$ cat src/sv/assert_macros.svh
// assertion macros used by the node unit rtl
// expects clk and arst_n in the scope of each use
`ifndef ASSERT_MACROS_SVH
`define ASSERT_MACROS_SVH

// property checked on every rising edge outside reset
`define ASSERT_CLK(label, prop) \
	label: assert property (@(posedge clk) disable iff (!arst_n) (prop)) \
		else $error("assertion failed");

// condition that must never hold outside reset
`define ASSERT_NEVER(label, cond) \
	label: assert property (@(posedge clk) disable iff (!arst_n) !(cond)) \
		else $error("forbidden condition");

`endif

$ cat src/sv/rama_pkg.sv
// package for the distributed lock node: sizes, codes and payload structs
// no dependencies
package rama_pkg;

	localparam int MAX_NODES  = 16;
	localparam int CLOCK_BITS = 32;
	localparam int ID_LIMIT   = (MAX_NODES < 16) ? MAX_NODES : 16;
	localparam int DEFER_CAP  = ID_LIMIT - 1;

	localparam int ID_W       = 4;
	localparam int CNT_W      = 5;
	localparam int STAMP_W    = 32;
	localparam int CFG_IDX_W  = 1;
	localparam int CFG_DATA_W = 5;

	localparam logic [1:0] OP_LOCK    = 2'd0;
	localparam logic [1:0] OP_REQUEST = 2'd1;
	localparam logic [1:0] OP_REPLY   = 2'd2;
	localparam logic [1:0] OP_UNLOCK  = 2'd3;

	localparam logic [1:0] KIND_REQUEST = 2'd0;
	localparam logic [1:0] KIND_REPLY   = 2'd1;
	localparam logic [1:0] KIND_GRANT   = 2'd2;
	localparam logic [1:0] KIND_ERROR   = 2'd3;

	localparam logic [CFG_IDX_W-1:0] REG_SELF_ID    = 1'b0;
	localparam logic [CFG_IDX_W-1:0] REG_NODE_COUNT = 1'b1;

	typedef struct packed {
		logic [1:0]         opcode;
		logic [ID_W-1:0]    peer_id;
		logic [STAMP_W-1:0] peer_stamp;
	} in_t;

	typedef struct packed {
		logic [1:0]         kind;
		logic [ID_W-1:0]    dest_node;
		logic [STAMP_W-1:0] stamp;
		logic               last;
	} out_t;

	typedef struct packed {
		logic            push;
		logic [ID_W-1:0] push_id;
		logic            pop;
	} stack_ctl_t;

endpackage

$ cat src/sv/rama_defer_stack.sv
// last-in first-out store of deferred requester ids
// depends on rama_pkg
module rama_defer_stack
	import rama_pkg::*;
(
	input  logic             clk,
	input  logic             arst_n,
	input  stack_ctl_t       ctl,
	output logic [ID_W-1:0]  rd_id,
	output logic [CNT_W-1:0] count
);

	logic [ID_W-1:0]  mem [ID_LIMIT];
	logic [CNT_W-1:0] count_q;
	logic [CNT_W-1:0] top_c;
	logic [ID_W-1:0]  rd_id_q;

	assign top_c = count_q - 1'b1;

	always_ff @(posedge clk) begin
		if (ctl.push) begin
			mem[count_q[ID_W-1:0]] <= ctl.push_id;
		end
		if (ctl.pop) begin
			rd_id_q <= mem[top_c[ID_W-1:0]];
		end
	end

	always_ff @(posedge clk or negedge arst_n) begin
		if (!arst_n) begin
			count_q <= '0;
		end else if (ctl.push) begin
			count_q <= count_q + 1'b1;
		end else if (ctl.pop) begin
			count_q <= top_c;
		end
	end

	assign rd_id = rd_id_q;
	assign count = count_q;

endmodule

$ cat src/sv/ricart_agrawala_mutex_node_unit.sv
// One node of a distributed mutual-exclusion lock, fed one event per transaction:
// lock, received request, received reply, unlock. For a lock the sequencer walks node
// ids one per cycle while the output is not stalled and emits one request per peer.
// An unlock emits one reply per deferred node, each reply waiting on a read of the
// deferral stack. Every other event has its decision made by one clock comparator
// after the event is registered. in_stall stays high until the last result of the
// current event is in the output register; output stalls lengthen each event that
// emits a result.
// depends on rama_pkg, rama_defer_stack and assert_macros.svh
`include "assert_macros.svh"

module ricart_agrawala_mutex_node_unit
	import rama_pkg::*;
(
	input  logic                  clk,
	input  logic                  arst_n,
	input  logic                  in_valid,
	output logic                  in_stall,
	input  in_t                   in_data,
	output logic                  out_valid,
	input  logic                  out_stall,
	output out_t                  out_data,
	input  logic                  cfg_valid,
	output logic                  cfg_ready,
	input  logic [CFG_IDX_W-1:0]  cfg_index,
	input  logic [CFG_DATA_W-1:0] cfg_data
);

	localparam logic [2:0] S_IDLE = 3'd0;
	localparam logic [2:0] S_EVAL = 3'd1;
	localparam logic [2:0] S_ONE  = 3'd2;
	localparam logic [2:0] S_LOCK = 3'd3;
	localparam logic [2:0] S_URD  = 3'd4;
	localparam logic [2:0] S_UEM  = 3'd5;

	logic [2:0]            state_q;
	logic [ID_W-1:0]       self_q;
	logic [CNT_W-1:0]      node_count_q;
	logic                  crit_q;
	logic                  req_q;
	logic [CLOCK_BITS-1:0] clock_q;
	logic [CNT_W-1:0]      replies_q;
	logic [ID_W-1:0]       id_q;
	logic [CNT_W-1:0]      sent_q;
	logic [1:0]            res_kind_q;
	logic [ID_W-1:0]       res_dest_q;

	logic [1:0]            op_q;
	logic [ID_W-1:0]       peer_q;
	logic [CLOCK_BITS-1:0] pstamp_q;

	logic                  out_valid_q;
	out_t                  out_q;

	logic                  in_acc;
	logic                  slot_free;
	logic [CNT_W-1:0]      n_m1;
	logic                  clk_lt;
	logic                  clk_eq;
	logic                  defer;
	logic [CLOCK_BITS-1:0] clock_inc;
	logic [CNT_W-1:0]      replies_nx;
	logic [CNT_W-1:0]      sent_nx;
	logic                  lock_last;

	logic                  emit;
	out_t                  emit_data;

	stack_ctl_t            stk_ctl;
	logic [ID_W-1:0]       stk_rd_id;
	logic [CNT_W-1:0]      stk_count;

	assign in_acc    = in_valid && !in_stall;
	assign in_stall  = (state_q != S_IDLE);
	assign cfg_ready = 1'b1;
	assign slot_free = !out_valid_q || !out_stall;

	always_comb begin
		if (node_count_q == '0) begin
			n_m1 = '0;
		end else if (node_count_q > CNT_W'(ID_LIMIT)) begin
			n_m1 = CNT_W'(ID_LIMIT - 1);
		end else begin
			n_m1 = node_count_q - 1'b1;
		end
	end

	// shared clock comparator
	assign clk_lt     = clock_q < pstamp_q;
	assign clk_eq     = clock_q == pstamp_q;
	assign defer      = crit_q || (req_q && (clk_lt || (clk_eq && self_q < peer_q)));
	assign clock_inc  = clock_q + 1'b1;
	assign replies_nx = replies_q + 1'b1;
	assign sent_nx    = sent_q + 1'b1;
	assign lock_last  = (sent_nx == n_m1);

	always_comb begin
		stk_ctl.push    = (state_q == S_EVAL) && (op_q == OP_REQUEST) && defer
			&& (stk_count < CNT_W'(DEFER_CAP));
		stk_ctl.push_id = peer_q;
		stk_ctl.pop     = (state_q == S_URD);
	end

	rama_defer_stack u_stack (
		.clk    (clk),
		.arst_n (arst_n),
		.ctl    (stk_ctl),
		.rd_id  (stk_rd_id),
		.count  (stk_count)
	);

	always_comb begin
		emit                = 1'b0;
		emit_data.kind      = res_kind_q;
		emit_data.dest_node = res_dest_q;
		emit_data.stamp     = STAMP_W'(clock_q);
		emit_data.last      = 1'b1;
		case (state_q)
			S_ONE: begin
				emit = slot_free;
			end
			S_LOCK: begin
				emit                = slot_free && (id_q != self_q);
				emit_data.kind      = KIND_REQUEST;
				emit_data.dest_node = id_q;
				emit_data.last      = lock_last;
			end
			S_UEM: begin
				emit                = slot_free;
				emit_data.kind      = KIND_REPLY;
				emit_data.dest_node = stk_rd_id;
				emit_data.last      = (stk_count == '0);
			end
			default: begin
				emit = 1'b0;
			end
		endcase
	end

	always_ff @(posedge clk) begin
		if (in_acc) begin
			op_q     <= in_data.opcode;
			peer_q   <= in_data.peer_id;
			pstamp_q <= CLOCK_BITS'(in_data.peer_stamp);
		end
		if (emit) begin
			out_q <= emit_data;
		end
	end

	always_ff @(posedge clk or negedge arst_n) begin
		if (!arst_n) begin
			out_valid_q <= 1'b0;
		end else if (emit) begin
			out_valid_q <= 1'b1;
		end else if (!out_stall) begin
			out_valid_q <= 1'b0;
		end
	end

	assign out_valid = out_valid_q;
	assign out_data  = out_q;

	always_ff @(posedge clk or negedge arst_n) begin
		if (!arst_n) begin
			state_q      <= S_IDLE;
			self_q       <= '0;
			node_count_q <= CNT_W'(16);
			crit_q       <= 1'b0;
			req_q        <= 1'b0;
			clock_q      <= '0;
			replies_q    <= '0;
			id_q         <= '0;
			sent_q       <= '0;
			res_kind_q   <= KIND_ERROR;
			res_dest_q   <= '0;
		end else begin
			if (cfg_valid && cfg_ready) begin
				case (cfg_index)
					REG_SELF_ID: self_q <= cfg_data[ID_W-1:0];
					REG_NODE_COUNT: node_count_q <= cfg_data;
					default: begin
					end
				endcase
			end
			case (state_q)
				S_IDLE: begin
					if (in_acc) begin
						state_q <= S_EVAL;
					end
				end
				S_EVAL: begin
					res_dest_q <= (op_q == OP_REQUEST && !defer) ? peer_q : '0;
					case (op_q)
						OP_LOCK: begin
							if (req_q || crit_q) begin
								res_kind_q <= KIND_ERROR;
								state_q    <= S_ONE;
							end else if (n_m1 == '0) begin
								crit_q     <= 1'b1;
								replies_q  <= '0;
								clock_q    <= clock_inc;
								res_kind_q <= KIND_GRANT;
								state_q    <= S_ONE;
							end else begin
								req_q     <= 1'b1;
								replies_q <= '0;
								id_q      <= '0;
								sent_q    <= '0;
								state_q   <= S_LOCK;
							end
						end
						OP_REQUEST: begin
							if (defer) begin
								if (stk_count >= CNT_W'(DEFER_CAP)) begin
									res_kind_q <= KIND_ERROR;
									state_q    <= S_ONE;
								end else begin
									state_q <= S_IDLE;
								end
							end else begin
								if (!req_q && clk_lt) begin
									clock_q <= pstamp_q;
								end
								res_kind_q <= KIND_REPLY;
								state_q    <= S_ONE;
							end
						end
						OP_REPLY: begin
							if (!req_q) begin
								state_q <= S_IDLE;
							end else if (replies_nx >= n_m1) begin
								req_q      <= 1'b0;
								crit_q     <= 1'b1;
								replies_q  <= '0;
								clock_q    <= clock_inc;
								res_kind_q <= KIND_GRANT;
								state_q    <= S_ONE;
							end else begin
								replies_q <= replies_nx;
								state_q   <= S_IDLE;
							end
						end
						default: begin
							if (!crit_q) begin
								res_kind_q <= KIND_ERROR;
								state_q    <= S_ONE;
							end else begin
								crit_q  <= 1'b0;
								clock_q <= clock_inc;
								state_q <= (stk_count == '0) ? S_IDLE : S_URD;
							end
						end
					endcase
				end
				S_ONE: begin
					if (emit) begin
						state_q <= S_IDLE;
					end
				end
				S_LOCK: begin
					if (id_q == self_q) begin
						id_q <= id_q + 1'b1;
					end else if (emit) begin
						id_q   <= id_q + 1'b1;
						sent_q <= sent_nx;
						if (lock_last) begin
							state_q <= S_IDLE;
						end
					end
				end
				S_URD: begin
					state_q <= S_UEM;
				end
				S_UEM: begin
					if (emit) begin
						state_q <= (stk_count == '0) ? S_IDLE : S_URD;
					end
				end
				default: begin
					state_q <= S_IDLE;
				end
			endcase
		end
	end

	`ASSERT_NEVER(a_crit_and_req, crit_q && req_q)
	`ASSERT_CLK(a_replies_idle, !req_q |-> (replies_q == '0))
	`ASSERT_CLK(a_busy_after_accept, in_acc |=> in_stall)
	`ASSERT_CLK(a_defer_cap, stk_count <= CNT_W'(DEFER_CAP))
	`ASSERT_NEVER(a_pop_empty, stk_ctl.pop && (stk_count == '0))

endmodule

$ cat config.mk
export PLATFORM = sky130hd
export DESIGN_NAME = ricart_agrawala_mutex_node_unit
export DESIGN_NICKNAME = d
export VERILOG_FILES = /design/src/sv/rama_pkg.sv /design/src/sv/rama_defer_stack.sv /design/src/sv/ricart_agrawala_mutex_node_unit.sv
export VERILOG_INCLUDE_DIRS = /design/src /design/src/sv
export SDC_FILE = /design/constraint.sdc
export NUM_CORES = 1
export LEC_CHECK = 0
export ABC_AREA = 1
export BUFFER_PORTS_ARGS = -buffer_cell sky130_fd_sc_hd__buf_2
export CAP_MARGIN = 20
export CORE_UTILIZATION = 50
export CTS_BUF_LIST = sky130_fd_sc_hd__clkbuf_16
export CTS_CLUSTER_SIZE = 25
export DETAILED_ROUTE_END_ITERATION = 8
export PLACE_DENSITY = 0.69
export SYNTH_ARGS = -nofsm -noshare
export SYNTH_HDL_FRONTEND = slang
export SYNTH_SLANG_ARGS = --single-unit
export TNS_END_PERCENT = 1
$ cat constraint.sdc
create_clock -name clk -period 3.6 [get_ports clk]
set_input_delay 0.54 -clock clk [delete_from_list [all_inputs] [get_ports clk]]
set_output_delay 0.54 -clock clk [all_outputs]
set_load 0.005 [all_outputs]
==> results by group <==
Synth
  – Mapped Cells: 1146
  – Post-Synthesis Net Count: 1247
  – Sequential area share after synthesis: 56.3%
  – Post-synth cell types: 41
  – Synthesis-stage register bit count: 217
  – Mapped Area: 0.0109 sq mm
  – Yosys warns: 0
  – Mean cell area of the mapped netlist: 9.55 sq um
  – Top post-synthesis cells by area: edfxtp_1 (40%), dfrtp_1 (16%), nand2_1 (8.7%)
  – Share of the synthesized area in the top cell type: 39.8%
  – Synth area leader: edfxtp_1

Routing
  – DRT Pass-1 Iters: 5
  – Drt total wl: 25.1 mm
  – ANT nets after route: 0
  – Iter 0 DRT Violations: 516
  – DRC: 0
  – Vias: 8317
  – Drt wl/cell: 16.3 um
  – Vias per cell: 5.39

Floorplanning
  – Core footprint: 0.0212 sq mm
  – Die area: 0.0225 sq mm
  – Initial Util: 51.6%
  – Die H: 150 um
  – Die width: 150 um
  – FP Rows: 53
  – Ports: 91

Placed design
  – Post-DP HPWL: 17.1 mm
  – IO buf count: 89
  – Dpl cells: 1493
  – Final RePlAce weighted congestion: 0.906

Timing
  – Pins Over Slew Limit: 0
  – Fmax: 0.306 GHz
  – Worst Skew: 0.0110 ns
  – Final number of hold-violating endpoints: 0
  – Setup TNS: 0 ns
  – Final Setup Violations: 0
  – Unrepaired setup endpoints after global routing: false
  – Post-route clock period utilization: 90.7%
  – Hold slack: 0.176 ns
  – Period minus WS final: 3.26 ns
  – Max_slew headroom: 29.6%
  – Worst-Margin Slew: 1.06 ns

Worst setup path
  – Max incr delay on CP: 0.80 ns
  – Critical-path top delay cell: a21oi_2
  – Startpoint types: flop
  – Worst setup path start: node_count_q[0]
  – Crit Reg-Reg Endpoint: clock_q[17]
  – Worst R2R Path Depth: 15
  – CP arrival: 3.72 ns
  – Critical-path cell list: inv_1 > ha_1 > inv_1 > o21ai_0 > nand3_2 > ha_1 > nand2_1 > clkinv_1 > nand4_1 > nand3_1 > nor2_1 > nand3b_2 > a21oi_2 > nand3_1 > nand2_1
  – FF-to-FF Start: node_count_q[0]
  – WS Path Type: flop to flop
  – CP endpoint: clock_q[17]
  – CP Max Fanout: 16
  – Critical Path RT: 4.05 ns
  – FF-to-FF setup slack: 0.34 ns
  – Critical path endpoint category: flop

Clocking
  – Clk buf depth: 3
  – CTS tree: built
  – CTS clk-pin slew, worst paths: 0.06 ns
  – Num CTS Buffers: 25
  – Root Buffer: clkbuf_16
  – CTS sink count: 217
  – Post-CTS sizing: 0
  – Clk_lat worst skew: 0.53 ns
  – H-tree levels: 1

Status
  – Outcome: complete, no violations

Pwr
  – Power per cell area: 772 mW/mm^2
  – VDD IR max: 0.390 mV
  – Leak Pwr: 5.45 nW

Finish
  – Fillers: 1805
  – ANT cells: 0
  – Area Growth Syn to Fin: 14.3%
  – Share of layout cells above drive strength 1: 14.2%
  – Layout Nets: 1349
  – Cell Count, Final, Fillers Out: 1542

Global route
  – Initial antenna violation count: 0
  – GRT Residual Overflow: 0
  – GR Util All Layers: 22.7%
  – Largest net degree at the start of global routing: 73
  – Vias in the first global route: 7824
  – First-pass GRT wire length: 39.9 mm

Min path
  – Worst Hold Class: input pin to asynchronous set/reset pin

Flow run
  – Max-cap viol count: 0
[cells in the mapped netlist]
| master | number |
|---|---|
| nand2_1 | 254 |
| edfxtp_1 | 145 |
| inv_1 | 113 |
| nor2_1 | 97 |
| o21ai_0 | 92 |
| nand3_1 | 79 |
| dfrtp_1 | 69 |
| ha_1 | 52 |
| nor3_1 | 31 |
| xor2_1 | 26 |
| a21oi_1 | 23 |
| clkbuf_1 | 22 |
| xnor2_1 | 21 |
| o21ai_1 | 19 |
| nand4_1 | 18 |
| o22ai_1 | 17 |
| inv_2 | 11 |
| nand2_2 | 7 |
| buf_6 | 6 |
| o211ai_1 | 6 |
| o221ai_1 | 6 |
| nor2_2 | 4 |
| a21o_1 | 3 |
| clkinv_1 | 3 |
| dfstp_2 | 3 |
| a31oi_1 | 2 |
| buf_1 | 2 |
| nand3_2 | 2 |
| a211oi_1 | 1 |
| a21oi_4 | 1 |
| buf_2 | 1 |
| buf_4 | 1 |
| conb_1 | 1 |
| nand2_4 | 1 |
| nand3b_2 | 1 |
| nor2_4 | 1 |
| nor3_2 | 1 |
| nor4_1 | 1 |
| o21a_1 | 1 |
| o21bai_1 | 1 |
| or3_1 | 1 |
[state kept, by name (all words and copies together), names as in the netlist, 2 cells and up]
name           cells
clock_q           32
id_q               4
node_count_q       5
op_q               2
out_data          39
peer_q             4
pstamp_q          32
replies_q          5
res_dest_q         4
res_kind_q         2
self_q             4
sent_q             5
state_q            3
u_stack.count      5
u_stack.mem       64
u_stack.rd_id      4
[how the worst min path moves through the flow]
| stage | endpoint | from | depth (start not counted) | slack, ns |
|---|---|---|---|---|
| after floorplan | clock_q[0] | arst_n | 0 | 0.24 |
| after global placement | res_kind_q[0] | res_kind_q[0] | 2 | 0.46 |
| after detailed placement | res_kind_q[1] | res_kind_q[1] | 2 | 0.46 |
| after CTS | pstamp_q[3] | in_data[3] | 1 | 0.17 |
| after global routing | pstamp_q[3] | in_data[3] | 1 | 0.17 |
| final | sent_q[4] | arst_n | 1 | 0.18 |
[through the flow]
step	setup WS, ns	area [sq um]	utilization (%)	total power, mW
global placement	0.176	11700	55.1	7.12
global route	0.150	12500	59.0	10.3
floorplan	0.886	10900	-	6.13
CTS	0.0354	12500	58.9	9.67
detailed placement	0.0634	11700	55.1	7.20
finish	0.336	12500	59.0	9.65
[cell type report]
type | count | area [sq um] | area share [%]
multi-input cells | 771 | 4160 | 33.2
repair buffers | 106 | 576 | 4.60
well taps | 275 | 344 | 2.75
clock buffers | 25 | 626 | 5.00
flip-flops and latches | 217 | 6160 | 49.2
clock inverters | 21 | 173 | 1.38
inverters | 127 | 477 | 3.81
[cells by family after synthesis]
| family | Yosys count | share of synthesized area (%) |
|---|---|---|
| xor+xnor | 47 | 3.76 |
| simple gates | 498 | 19.4 |
| buf+inv | 159 | 5.91 |
| flops | 217 | 56.3 |
| fa+ha+maj | 52 | 5.94 |
| compound gates | 172 | 8.66 |
| other cells | 1 | 0.0343 |
[worst max-delay path: cells and delay by family (launching register included)]
kind            cells  cell delay [ns]
buf+inv             3             0.24
compound gates      2             0.99
flops               1             0.39
simple gates        8             1.02
fa+ha+maj           2             0.54
[placed cells by master, fill, tap and decap left out, drive strengths merged, types with 11 or more instances in the layout]
cell    netlist  layout
buf          10     106
nor2        102     102
xnor2        21      21
nand4        18      18
o22ai        17      17
ha           52      52
dfrtp        69      69
clkinv        3      11
o21ai       111     111
a21oi        24      25
edfxtp      145     145
nand2       262     262
xor2         26      26
clkbuf       22      25
nand3        81      81
inv         124     129
nor3         32      32
[what timing repair did]
item                                    CTS  global route
hold buffers                              0             0
endpoints found under the setup margin    0            32
buffers inserted                          0             2
[report_power, final]
part | internal (mW) | total (mW) | switching [mW]
Combinational | 1.13 | 3.29 | 2.16
Clock | 1.42 | 2.43 | 1.02
Sequential | 3.41 | 3.93 | 0.519
[metal layers]
layer	up-vias	track usage [%]	wire [um]
met3	40	3.41	1490
met2	252	35.9	11400
met4	0	6.36	518
met5	-	0	0
met1	3936	32.5	11700
li1	4089	-	-
(Power assumes the default switching activity.)
